### src/hw/rtl/qsm_pkg.sv
// ----------------------------------------------------------------------------
// qsm_pkg
// Shared widths and defaults for the quicksort-with-median block.
// ----------------------------------------------------------------------------
package qsm_pkg;

	localparam int DATA_W        = 32;
	localparam int OUT_W         = 2 * DATA_W;
	localparam int MAX_ITEMS_DEF = 64;

endpackage

### src/hw/rtl/quicksort_with_median.sv
// ----------------------------------------------------------------------------
// quicksort_with_median
// Collects a set of signed values, sorts them in place, streams them back
// with the set median attached to each result.
// ----------------------------------------------------------------------------
// Usage:
//   Slave stream: one signed value per request on s_tdata, s_tlast marks the
//   final value of the set. Values beyond MAX_ITEMS are dropped and flagged.
//   Master stream: one sorted value per request, lowest first, with the median
//   in the upper half of m_tdata, the drop flag on m_tuser, and m_tlast on
//   the final value of the set.
//   Loading takes one value per cycle. The sort runs on one element store
//   with two read ports and one write port: each Lomuto step reads and
//   compares, with a write-back step when it swaps; each range adds pivot
//   fetch, final swap and stack traffic. The median follows the sort.
//   Each result is fetched only after the receiver has taken the one before.
//   s_tready is high only while loading; the block takes no request while
//   it sorts or streams results. A stalled receiver holds the current
//   result and stops the output sweep.
//   Reset empties the store and clears the drop flag and the output valid.
// ----------------------------------------------------------------------------
module quicksort_with_median
	import qsm_pkg::*;
#(
	parameter int MAX_ITEMS = MAX_ITEMS_DEF
) (
	input  logic              clk,
	input  logic              arst_n,
	input  logic              s_tvalid,
	output logic              s_tready,
	input  logic [DATA_W-1:0] s_tdata,   // value
	input  logic              s_tlast,
	output logic              m_tvalid,
	input  logic              m_tready,
	output logic [OUT_W-1:0]  m_tdata,   // sorted_value, median
	output logic [0:0]        m_tuser,   // overflow
	output logic              m_tlast
);

	localparam int IDX_W = (MAX_ITEMS > 1) ? $clog2(MAX_ITEMS) : 1;
	localparam int CNT_W = $clog2(MAX_ITEMS + 1);
	localparam int ENT_W = 2 * IDX_W;

	localparam logic [3:0] ST_LOAD  = 4'd0;
	localparam logic [3:0] ST_POP   = 4'd1;
	localparam logic [3:0] ST_POPW  = 4'd2;
	localparam logic [3:0] ST_PIV   = 4'd3;
	localparam logic [3:0] ST_PRD   = 4'd4;
	localparam logic [3:0] ST_PCMP  = 4'd5;
	localparam logic [3:0] ST_PSW   = 4'd6;
	localparam logic [3:0] ST_FRD   = 4'd7;
	localparam logic [3:0] ST_FW1   = 4'd8;
	localparam logic [3:0] ST_FW2   = 4'd9;
	localparam logic [3:0] ST_PUSH1 = 4'd10;
	localparam logic [3:0] ST_PUSH2 = 4'd11;
	localparam logic [3:0] ST_MRD   = 4'd12;
	localparam logic [3:0] ST_MCALC = 4'd13;
	localparam logic [3:0] ST_OLD   = 4'd14;
	localparam logic [3:0] ST_OWAIT = 4'd15;

	logic [3:0]        state_q;
	logic [CNT_W-1:0]  count_q;
	logic              dropped_q;
	logic [CNT_W-1:0]  sp_q;
	logic [IDX_W-1:0]  lo_q, hi_q, j_q, ip1_q, k_q;
	logic [DATA_W-1:0] pivot_q, tmp_q, median_q;

	logic              m_valid_q, m_last_q, m_ovf_q;
	logic [DATA_W-1:0] m_value_q;

	logic [DATA_W-1:0] mem [MAX_ITEMS];
	logic [DATA_W-1:0] rd0_q, rd1_q;
	logic              we;
	logic [IDX_W-1:0]  waddr, raddr0, raddr1;
	logic [DATA_W-1:0] wdata;

	logic [ENT_W-1:0]  stk [MAX_ITEMS];
	logic [ENT_W-1:0]  stk_rd_q;
	logic              stk_we;
	logic [IDX_W-1:0]  stk_waddr, stk_raddr;
	logic [ENT_W-1:0]  stk_wdata;

	logic              s_acc, m_acc, room, stk_room;
	logic [CNT_W-1:0]  n_next, half, last_idx, sp_dec;
	logic [IDX_W-1:0]  pop_lo, pop_hi, hi_m1;
	logic              lo_gt_p_m1, p_p1_lt_hi;
	logic [DATA_W:0]   sum, sum_adj;

	assign s_tready = (state_q == ST_LOAD);
	assign s_acc    = s_tvalid && s_tready;
	assign m_acc    = m_valid_q && m_tready;
	assign room     = (count_q < CNT_W'(MAX_ITEMS));
	assign stk_room = (sp_q < CNT_W'(MAX_ITEMS));
	assign n_next   = room ? CNT_W'(count_q + 1'b1) : count_q;
	assign half     = count_q >> 1;
	assign last_idx = CNT_W'(count_q - 1'b1);
	assign sp_dec   = CNT_W'(sp_q - 1'b1);
	assign pop_lo   = stk_rd_q[ENT_W-1:IDX_W];
	assign pop_hi   = stk_rd_q[IDX_W-1:0];
	assign hi_m1    = IDX_W'(hi_q - 1'b1);
	assign lo_gt_p_m1 = ({1'b0, ip1_q} > (IDX_W+1)'({1'b0, lo_q} + 1'b1));
	assign p_p1_lt_hi = ((IDX_W+1)'({1'b0, ip1_q} + 1'b1) < {1'b0, hi_q});
	assign sum      = {rd0_q[DATA_W-1], rd0_q} + {rd1_q[DATA_W-1], rd1_q};
	assign sum_adj  = sum + {{DATA_W{1'b0}}, sum[DATA_W]};

	assign stk_raddr = sp_dec[IDX_W-1:0];

	always_comb begin
		we        = 1'b0;
		waddr     = j_q;
		wdata     = rd0_q;
		raddr0    = j_q;
		raddr1    = ip1_q;
		stk_we    = 1'b0;
		stk_waddr = sp_q[IDX_W-1:0];
		stk_wdata = {lo_q, IDX_W'(ip1_q - 1'b1)};
		case (state_q)
			ST_LOAD: begin
				we        = s_acc && room;
				waddr     = count_q[IDX_W-1:0];
				wdata     = s_tdata;
				stk_we    = s_acc && s_tlast && (n_next > CNT_W'(1));
				stk_waddr = '0;
				stk_wdata = {{IDX_W{1'b0}}, last_idx[IDX_W-1:0] + IDX_W'(room)};
			end
			ST_POPW: begin
				raddr0 = pop_hi;
			end
			ST_PCMP: begin
				we    = ($signed(rd0_q) <= $signed(pivot_q));
				waddr = ip1_q;
				wdata = rd0_q;
			end
			ST_PSW: begin
				we    = 1'b1;
				waddr = j_q;
				wdata = tmp_q;
			end
			ST_FRD: begin
				raddr0 = ip1_q;
				raddr1 = hi_q;
			end
			ST_FW1: begin
				we    = 1'b1;
				waddr = ip1_q;
				wdata = rd1_q;
			end
			ST_FW2: begin
				we    = 1'b1;
				waddr = hi_q;
				wdata = tmp_q;
			end
			ST_PUSH1: begin
				stk_we    = lo_gt_p_m1 && stk_room;
				stk_wdata = {lo_q, IDX_W'(ip1_q - 1'b1)};
			end
			ST_PUSH2: begin
				stk_we    = p_p1_lt_hi && stk_room;
				stk_wdata = {IDX_W'(ip1_q + 1'b1), hi_q};
			end
			ST_MRD: begin
				raddr0 = IDX_W'(half - 1'b1);
				raddr1 = half[IDX_W-1:0];
			end
			ST_MCALC: begin
				raddr0 = '0;
			end
			ST_OWAIT: begin
				raddr0 = IDX_W'(k_q + 1'b1);
			end
			default: begin
			end
		endcase
	end

	always_ff @(posedge clk) begin
		if (we) begin
			mem[waddr] <= wdata;
		end
		rd0_q <= mem[raddr0];
		rd1_q <= mem[raddr1];
	end

	always_ff @(posedge clk) begin
		if (stk_we) begin
			stk[stk_waddr] <= stk_wdata;
		end
		stk_rd_q <= stk[stk_raddr];
	end

	always_ff @(posedge clk or negedge arst_n) begin
		if (!arst_n) begin
			state_q   <= ST_LOAD;
			count_q   <= '0;
			dropped_q <= 1'b0;
			sp_q      <= '0;
			m_valid_q <= 1'b0;
		end else begin
			case (state_q)
				ST_LOAD: begin
					if (s_acc) begin
						count_q <= n_next;
						if (!room) begin
							dropped_q <= 1'b1;
						end
						if (s_tlast) begin
							sp_q    <= (n_next > CNT_W'(1)) ? CNT_W'(1) : '0;
							state_q <= ST_POP;
						end
					end
				end
				ST_POP: begin
					if (sp_q == '0) begin
						state_q <= ST_MRD;
					end else begin
						sp_q    <= sp_dec;
						state_q <= ST_POPW;
					end
				end
				ST_POPW: begin
					state_q <= (pop_lo >= pop_hi) ? ST_POP : ST_PIV;
				end
				ST_PIV: begin
					state_q <= ST_PRD;
				end
				ST_PRD: begin
					state_q <= ST_PCMP;
				end
				ST_PCMP: begin
					if ($signed(rd0_q) <= $signed(pivot_q)) begin
						state_q <= ST_PSW;
					end else begin
						state_q <= (j_q == hi_m1) ? ST_FRD : ST_PRD;
					end
				end
				ST_PSW: begin
					state_q <= (j_q == hi_m1) ? ST_FRD : ST_PRD;
				end
				ST_FRD: begin
					state_q <= ST_FW1;
				end
				ST_FW1: begin
					state_q <= ST_FW2;
				end
				ST_FW2: begin
					state_q <= ST_PUSH1;
				end
				ST_PUSH1: begin
					if (lo_gt_p_m1 && stk_room) begin
						sp_q <= CNT_W'(sp_q + 1'b1);
					end
					state_q <= ST_PUSH2;
				end
				ST_PUSH2: begin
					if (p_p1_lt_hi && stk_room) begin
						sp_q <= CNT_W'(sp_q + 1'b1);
					end
					state_q <= ST_POP;
				end
				ST_MRD: begin
					state_q <= ST_MCALC;
				end
				ST_MCALC: begin
					state_q <= ST_OLD;
				end
				ST_OLD: begin
					m_valid_q <= 1'b1;
					state_q   <= ST_OWAIT;
				end
				ST_OWAIT: begin
					if (m_acc) begin
						m_valid_q <= 1'b0;
						if (m_last_q) begin
							count_q   <= '0;
							sp_q      <= '0;
							dropped_q <= 1'b0;
							state_q   <= ST_LOAD;
						end else begin
							state_q <= ST_OLD;
						end
					end
				end
				default: begin
					state_q <= ST_LOAD;
				end
			endcase
		end
	end

	always_ff @(posedge clk) begin
		case (state_q)
			ST_POPW: begin
				lo_q <= pop_lo;
				hi_q <= pop_hi;
			end
			ST_PIV: begin
				pivot_q <= rd0_q;
				j_q     <= lo_q;
				ip1_q   <= lo_q;
			end
			ST_PCMP: begin
				if ($signed(rd0_q) <= $signed(pivot_q)) begin
					tmp_q <= rd1_q;
				end else begin
					j_q <= IDX_W'(j_q + 1'b1);
				end
			end
			ST_PSW: begin
				j_q   <= IDX_W'(j_q + 1'b1);
				ip1_q <= IDX_W'(ip1_q + 1'b1);
			end
			ST_FW1: begin
				tmp_q <= rd0_q;
			end
			ST_MCALC: begin
				median_q <= count_q[0] ? rd1_q : sum_adj[DATA_W:1];
				k_q      <= '0;
			end
			ST_OLD: begin
				m_value_q <= rd0_q;
				m_last_q  <= ({1'b0, k_q} == last_idx);
				m_ovf_q   <= dropped_q;
			end
			ST_OWAIT: begin
				if (m_acc) begin
					k_q <= IDX_W'(k_q + 1'b1);
				end
			end
			default: begin
			end
		endcase
	end

	assign m_tvalid   = m_valid_q;
	assign m_tdata    = {median_q, m_value_q};
	assign m_tuser[0] = m_ovf_q;
	assign m_tlast    = m_last_q;

endmodule

### config.mk
export PLATFORM = sky130hd
export DESIGN_NAME = quicksort_with_median
export DESIGN_NICKNAME = d
export VERILOG_FILES = /design/src/hw/rtl/qsm_pkg.sv /design/src/hw/rtl/quicksort_with_median.sv
export SDC_FILE = /design/constraint.sdc
export NUM_CORES = 2
export LEC_CHECK = 0
export ABC_CLOCK_PERIOD_IN_PS = 6400
export BUFFER_PORTS_ARGS = -buffer_cell sky130_fd_sc_hd__buf_2
export CAP_MARGIN = 20
export CELL_PAD_IN_SITES_DETAIL_PLACEMENT = 0
export CELL_PAD_IN_SITES_GLOBAL_PLACEMENT = 1
export CORE_ASPECT_RATIO = 1.75
export CORE_MARGIN = 2
export CORE_UTILIZATION = 40
export CTS_CLUSTER_DIAMETER = 50
export DETAILED_ROUTE_END_ITERATION = 10
export PLACE_DENSITY = 0.73
export SYNTH_ARGS = -nofsm -noshare
export SYNTH_HDL_FRONTEND = slang
export SYNTH_SLANG_ARGS = --single-unit
### constraint.sdc
create_clock -name clk -period 6.4 [get_ports clk]
set_input_delay 0.64 -clock clk [delete_from_list [all_inputs] [get_ports clk]]
set_output_delay 0.64 -clock clk [all_outputs]
set_load 0.005 [all_outputs]
### After elaboration in Yosys (flattened, before gate mapping)

Memory sizes are Yosys's and may differ from the RTL's. A register that Yosys moved wholly into a read port is not among the register bits.
Cells that the tools add are included.

| storage, ports and cells | value |
|---|---|
| register bits after elaboration | 180 |
| memory bits (writable) | 2816 |
| input bits | 37 |
| output and inout port bits | 68 |
| word-level logic and storage cells | 142 |
| memories | 2 |

| cells by class | value |
|---|---|
| add/subtract/negate cells | 15 |
| order comparisons | 7 |
| equal/unequal tests | 27 |
| multiplexer cells | 48 |
| reductions and logical operators | 27 |

Memory list:

| name | words | width | rd ports | clocked after memory_dff | wr ports | RTL line | text |
|---|---|---|---|---|---|---|---|
| mem | 64 | 32 | 2 | 2 | 1 | quicksort_with_median.sv:71 | `logic [DATA_W-1:0] mem [MAX_ITEMS];` |
| stk | 64 | 12 | 1 | 1 | 1 | quicksort_with_median.sv:77 | `logic [ENT_W-1:0] stk [MAX_ITEMS];` |

Operators by type and width:

| kind | number |
|---|---|
| $pmux 32 s3 | 1 |
| $mux 32 | 2 |
| $pmux 32 s2 | 1 |
| $pmux 4 s16 | 1 |
| $mux 7 | 9 |
| $pmux 6 s2 | 3 |
| $pmux 6 s3 | 2 |
| $pmux 7 s5 | 1 |
| $add 32x32->33 | 1 |
| $add 33x1->33 | 1 |
| $eq 4x4->1 const B | 8 |
| $le 32x32->1 | 1 |
| $pmux 6 s5 | 1 |
| $pmux 12 s2 | 1 |
| $mux 4 | 5 |
| $add 6x1->6 const B | 3 |
| $mux 6 | 3 |
| $sub 6x1->6 const B | 3 |
| $eq 4x3->1 const B | 4 |
| $ne 2x2->1 const B | 8 |
| $add 6x1->7 const B | 2 |
| $add 7x1->7 const B | 2 |
| $lt 7x7->1 const B | 2 |
| $pmux 7 s2 | 1 |
| other kinds (28) | 58 |

### Depth between registers and ports, before layout

| depth | value |
|---|---|
| word-level depth | 7 |
| depth in mapped cells | 17 |
| gate-level depth less buffers | 16 |

### Least setup slack after synthesis

No wires, ideal clock.

| timing path | value |
|---|---|
| kind | register -> register |
| start point | register count_q[0] |
| end point | memory stk[0][4] (netlist name), data pin |
| setup time | 0.702 ns |
| arrival time | 4.752 ns |
| required time | 5.698 ns |
| slack | 0.947 ns |
| stages on the path, launching flop included | 11 |
| clock period less this slack | 5.453 ns |
| path through | dfrtp_1 > inv_1 > clkbuf_1 > clkbuf_1 > ha_1 > inv_1 > ha_1 > mux2_2 > o22ai_1 > xnor2_1 > o21ai_0 |

| on the way | value |
|---|---|
| longest elaborated chain between the ends | 3 |
| elaborated cells between the ends (all ways) | 4 |

Ends and longest elaborated chain:

| element | RTL line | text |
|---|---|---|
| start, declared | quicksort_with_median.sv:62 | `logic [CNT_W-1:0] count_q;` |
| start signal, assigned | quicksort_with_median.sv:202 | `count_q <= n_next;` |
| $sub 7x1->7 / $lt 7x7->1 (equally long branches) | quicksort_with_median.sv:96, quicksort_with_median.sv:92 |  |
| $add 6x1->6 * | quicksort_with_median.sv:124 | `stk_wdata = {{IDX_W{1'b0}}, last_idx[IDX_W-1:0] + IDX_W'(room)};` |
| $pmux 12 s2 * | quicksort_with_median.sv:117 | `case (state_q)` |
| net stk_wdata[4] | quicksort_with_median.sv:81 | `logic [ENT_W-1:0] stk_wdata;` |
| end, declared | quicksort_with_median.sv:77 |  |

Mark *: on every way through the listed nets, which the timed path passes. The rest lies on a longest branch.

### Final worst setup path

| timing path | value |
|---|---|
| start point | register rd0_q[7] (read register of mem) |
| end point | register median_q[31], data pin |

| on the way | value |
|---|---|
| longest elaborated chain between the ends | 3 |

Ends and longest elaborated chain:

| element | RTL line | text |
|---|---|---|
| start, declared | quicksort_with_median.sv:72 | `logic [DATA_W-1:0] rd0_q, rd1_q;` |
| $add 32x32->33 | quicksort_with_median.sv:103 | `assign sum = {rd0_q[DATA_W-1], rd0_q} + {rd1_q[DATA_W-1], rd1_q};` |
| $add 33x1->33 | quicksort_with_median.sv:104 | `assign sum_adj = sum + {{DATA_W{1'b0}}, sum[DATA_W]};` |
| $mux 32 | quicksort_with_median.sv:316 | `median_q <= count_q[0] ? rd1_q : sum_adj[DATA_W:1];` |
| end signal, assigned | quicksort_with_median.sv:316 |  |
| end, declared | quicksort_with_median.sv:66 | `logic [DATA_W-1:0] pivot_q, tmp_q, median_q;` |

No other way between the ends.
A chain may end at the register's enable or synchronous reset.

==> impl_metrics.yaml <==
clocking:
  cts_sinks: 3072
  cts.path.max_buffers: 4
  cts_resized: 0
  cts_buffers: 303
  path_clk_slew_ps: 70
  cts_max_level: 5
  cts_tree: "built"
  clockRootBuffer: "clkbuf_16"
  worstSkewPairLatency_ps: 960
grt:
  overflow: 0
  grt_pass1_vias: 108968
  grt_pass1_wl_um: 808600
  grt_max_degree: 116
  grt_antenna_before_repair: 43
  track_usage_pct: 30.69
placement:
  dp_slack_ps: 754.9
  gp_congestion: 0.9309
  port_buffers: 104
  dp_hpwl_um: 364300
sta:
  max_slew_margin_pct: 19.68
  fin_crit_ps: 6076
  final-hold-violation-count: 0
  setup_ws_ps: 323.8
  finClkSkew_ps: 107.1
  rsz0062_at_grt: "false"
  max_freq_mhz: 164.6
  finalSetupViolCount: 0
  worstMarginPinSlew_ps: 1205
  report.final.slew_viol_count: 0
  period_share_pct: 94.94
critical_path:
  required_ps: 7090
  r2r_cells: 14
  crit_type: "reg2reg"
  cp.arrival_ps: 6760
  worstSetupStartpointType: "flop"
  worstPathMaxFanout: 6
  endpoint_kind: "flop"
die:
  core-area_sq_um: 360600
  pin_count: 105
  die_w_um: 458.7
  start_util_pct: 40.13
  dieArea_sq_um: 366800
  rows: 292
  die_y_um: 799.7
routing:
  routed_wl_um: 579100
  routed-wl-met2_um: 279600
  wl_met3_um: 53360
  viasPerCell: 6.338
  post_drt_wl_per_cell_um: 32.62
  ant_nets: 0
  top_layer: "met5"
  num_vias: 112525
  drt_iter0_markers: 14423
  wirelength_met1_um: 189800
  drc_errors: 3
  first_pass_iters: 11
logic_synthesis:
  synth_top_flop_cell: "edfxtp_1"
  synthArstFlopShare_pct: 0.6510
  avgSynthCellArea_sq_um: 11.30
  synth_edf_count: 2976
  yosys_warnings: 0
  synthDistinctLibCells: 88
  synth_fp_nets: 12944
  syn_area_sq_um: 144700
  yosysSeqAreaShare_pct: 63.16
  ys_ff_latch: 3072
  syn_inst: 12808
outcome:
  violations: "design-rule violations"
  status: "finished, violations left"
flow_run:
  maxCapViolations: 0
pwr:
  ir_drop_uv: 209.4
  switchingPower_mw: 8.232
  power.total_mw: 40.25
  p_leak_nw: 53.97
  power_frac_comb_pct: 0.1
  pwr-share-clk_pct: 46.0
  p_per_area_nw_per_um2: 244.6
  swShare_pct: 20.45
  p_int_mw: 32.02
  p_seq_share_pct: 53.9
min_path:
  hp-class: "in2reg"
  worstHoldPathCells: 3
final_layout:
  nNetsFinal: 12921
  area_delta_synth_final_pct: 13.71
  drive_above_1_share_pct: 12.47
power by group through the flow:
stage	Clock (mW)	Sequential, mW	Combinational (mW)
finish	18.5	21.7	0.0303
global route	19.3	21.7	0.0312
CTS	18.6	21.7	0.0263
detailed placement	0	22.1	0.0245
global placement	0	22.1	0.0256
floorplan	0	22.1	0.000275
worst max-delay path, cell delays in order, from the launching register on:
cell and delay (ps):
dfxtp_1 970, ha_1 470, a21oi_1 300, o21ai_1 180, o21ai_1 590, a21o_1 300, o21a_1 450, and2_1 200
ha_1 200, nand3_1 190, nor4_1 520, nand3_1 370, nor4_1 530, o21ai_0 160, or3b_1 380
sequential cells by signal, indices dropped and copies added, names as in the netlist, 32 cells and up:
signal / flops
mem: 2048
stk: 768
rd0_q: 32
pivot_q: 32
rd1_q: 32
tmp_q: 32
m_value_q: 32
median_q: 32
cell usage after synthesis, types with 11 or more instances:
library cell	count	area [sq um]
o21a_1	18	135.1
o211ai_1	11	82.58
inv_1	81	304.0
or3_1	18	112.6
a221o_1	11	110.1
and2_1	16	100.1
ha_1	98	1226
o22ai_1	81	506.7
a21oi_1	327	1637
a311oi_1	533	4668
nand2_1	3910	14680
mux2_2	36	405.4
buf_1	111	416.7
clkbuf_1	627	2354
xor2_1	35	306.5
dfrtp_1	20	500.5
nor2b_1	17	106.4
xnor2_1	57	499.2
nor2_1	210	788.3
buf_4	22	165.2
buf_2	258	1291
o21ai_0	157	785.8
a222oi_1	32	320.3
nand4_1	33	206.5
mux4_2	269	6058
a22o_1	11	96.34
or4_1	27	202.7
a211oi_1	199	1494
mux2i_1	20	200.2
nand3_1	1663	8323
a31oi_1	234	1464
a21o_1	34	255.2
a22oi_1	17	127.6
dfxtp_1	76	1521
nor3_1	33	165.2
edfxtp_1	2976	89370
and3_1	350	2190
nor4_1	31	193.9
worst paths after layout:
| kind | endpoint | slack, ps | startpoint |
|---|---|---|---|
| setup / recovery | median_q[31] | 320 | rd0_q[7] |
| hold / removal | count_q[0] | 250 | s_tvalid |
| setup reg to reg | median_q[31] | 320 | rd0_q[7] |
| hold reg to reg | lo_q[4] | 440 | stk_rd_q[10] |
| max in group asynchronous | count_q[0] | 5530 | arst_n |
| min in group asynchronous | sp_q[0] | 410 | arst_n |
final cells by class:
class / count / area, sq um
Antenna cell: 29 / 72.57
Clock buffer: 363 / 7954
Clock inverter: 179 / 1918
Fill cell: 32540 / 196100
Inverter: 81 / 304.0
Multi-Input combinational cell: 8630 / 50220
Sequential cell: 3072 / 91390
Tap cell: 4704 / 5886
Timing Repair Buffer: 697 / 6800
timing repair:
item	in CTS	in global routing
endpoints found under the hold margin	21	0
buffers inserted	0	0
hold buffers	2	0
routing by layer:
metal / GRT usage, % / vias up
li1: - / 47660
met1: 33.84 / 55902
met2: 51.34 / 6863
met3: 6.061 / 2076
met4: 25.20 / 24
met5: 0 / -
placed cells by master, fill, tap and decap left out, types with 27 or more instances in the layout:
| cell type | netlist | final |
|---|---|---|
| a211oi_1 | 199 | 199 |
| a21o_1 | 34 | 33 |
| a21oi_1 | 327 | 237 |
| a21oi_4 | 0 | 90 |
| a222oi_1 | 32 | 32 |
| a311oi_1 | 533 | 533 |
| a31oi_1 | 234 | 234 |
| and3_1 | 350 | 350 |
| buf_12 | 0 | 145 |
| buf_2 | 258 | 105 |
| buf_4 | 22 | 443 |
| bufinv_16 | 0 | 34 |
| clkbuf_1 | 627 | 51 |
| clkbuf_16 | 0 | 308 |
| clkinv_1 | 0 | 55 |
| clkinv_2 | 0 | 46 |
| dfxtp_1 | 76 | 76 |
| diode_2 | 0 | 29 |
| edfxtp_1 | 2976 | 2976 |
| ha_1 | 98 | 97 |
| inv_1 | 81 | 80 |
| mux2_2 | 36 | 36 |
| mux4_2 | 269 | 269 |
| nand2_1 | 3910 | 3892 |
| nand3_1 | 1663 | 1658 |
| nand4_1 | 33 | 33 |
| nor2_1 | 210 | 204 |
| nor3_1 | 33 | 29 |
| nor4_1 | 31 | 31 |
| o21ai_0 | 157 | 152 |
| o22ai_1 | 81 | 78 |
| or4_1 | 27 | 27 |
| xnor2_1 | 57 | 54 |
| xor2_1 | 35 | 35 |
kinds of logic (layout without fill, tap and decap cells):
family / Yosys count / in the layout / synth area share, %
flops: 3072 / 3072 / 63.16
compound gates: 1761 / 1761 / 8.703
xor+xnor: 92 / 92 / 0.5568
mux: 325 / 325 / 4.605
other cells: 0 / 29 / 0
buf+inv: 1106 / 1320 / 3.181
fa+ha+maj: 99 / 99 / 0.8612
simple gates: 6353 / 6353 / 18.94
stage by stage:
stage / hold WS [ps] / util [%] / instances / setup TNS (ps) / cell area, sq um
floorplan: 344.4 / - / 12808 / 0 / 144700
global placement: 417.7 / 42.84 / 17175 / -17260 / 154500
detailed placement: 428.2 / 42.85 / 17178 / 0 / 154500
CTS: 185.0 / 45.60 / 17722 / 0 / 164400
global route: 261.0 / 45.62 / 17737 / 0 / 164500
finish: 254.2 / 45.63 / 17755 / 0 / 164500
No activity file was read; power rests on OpenSTA's default activity.
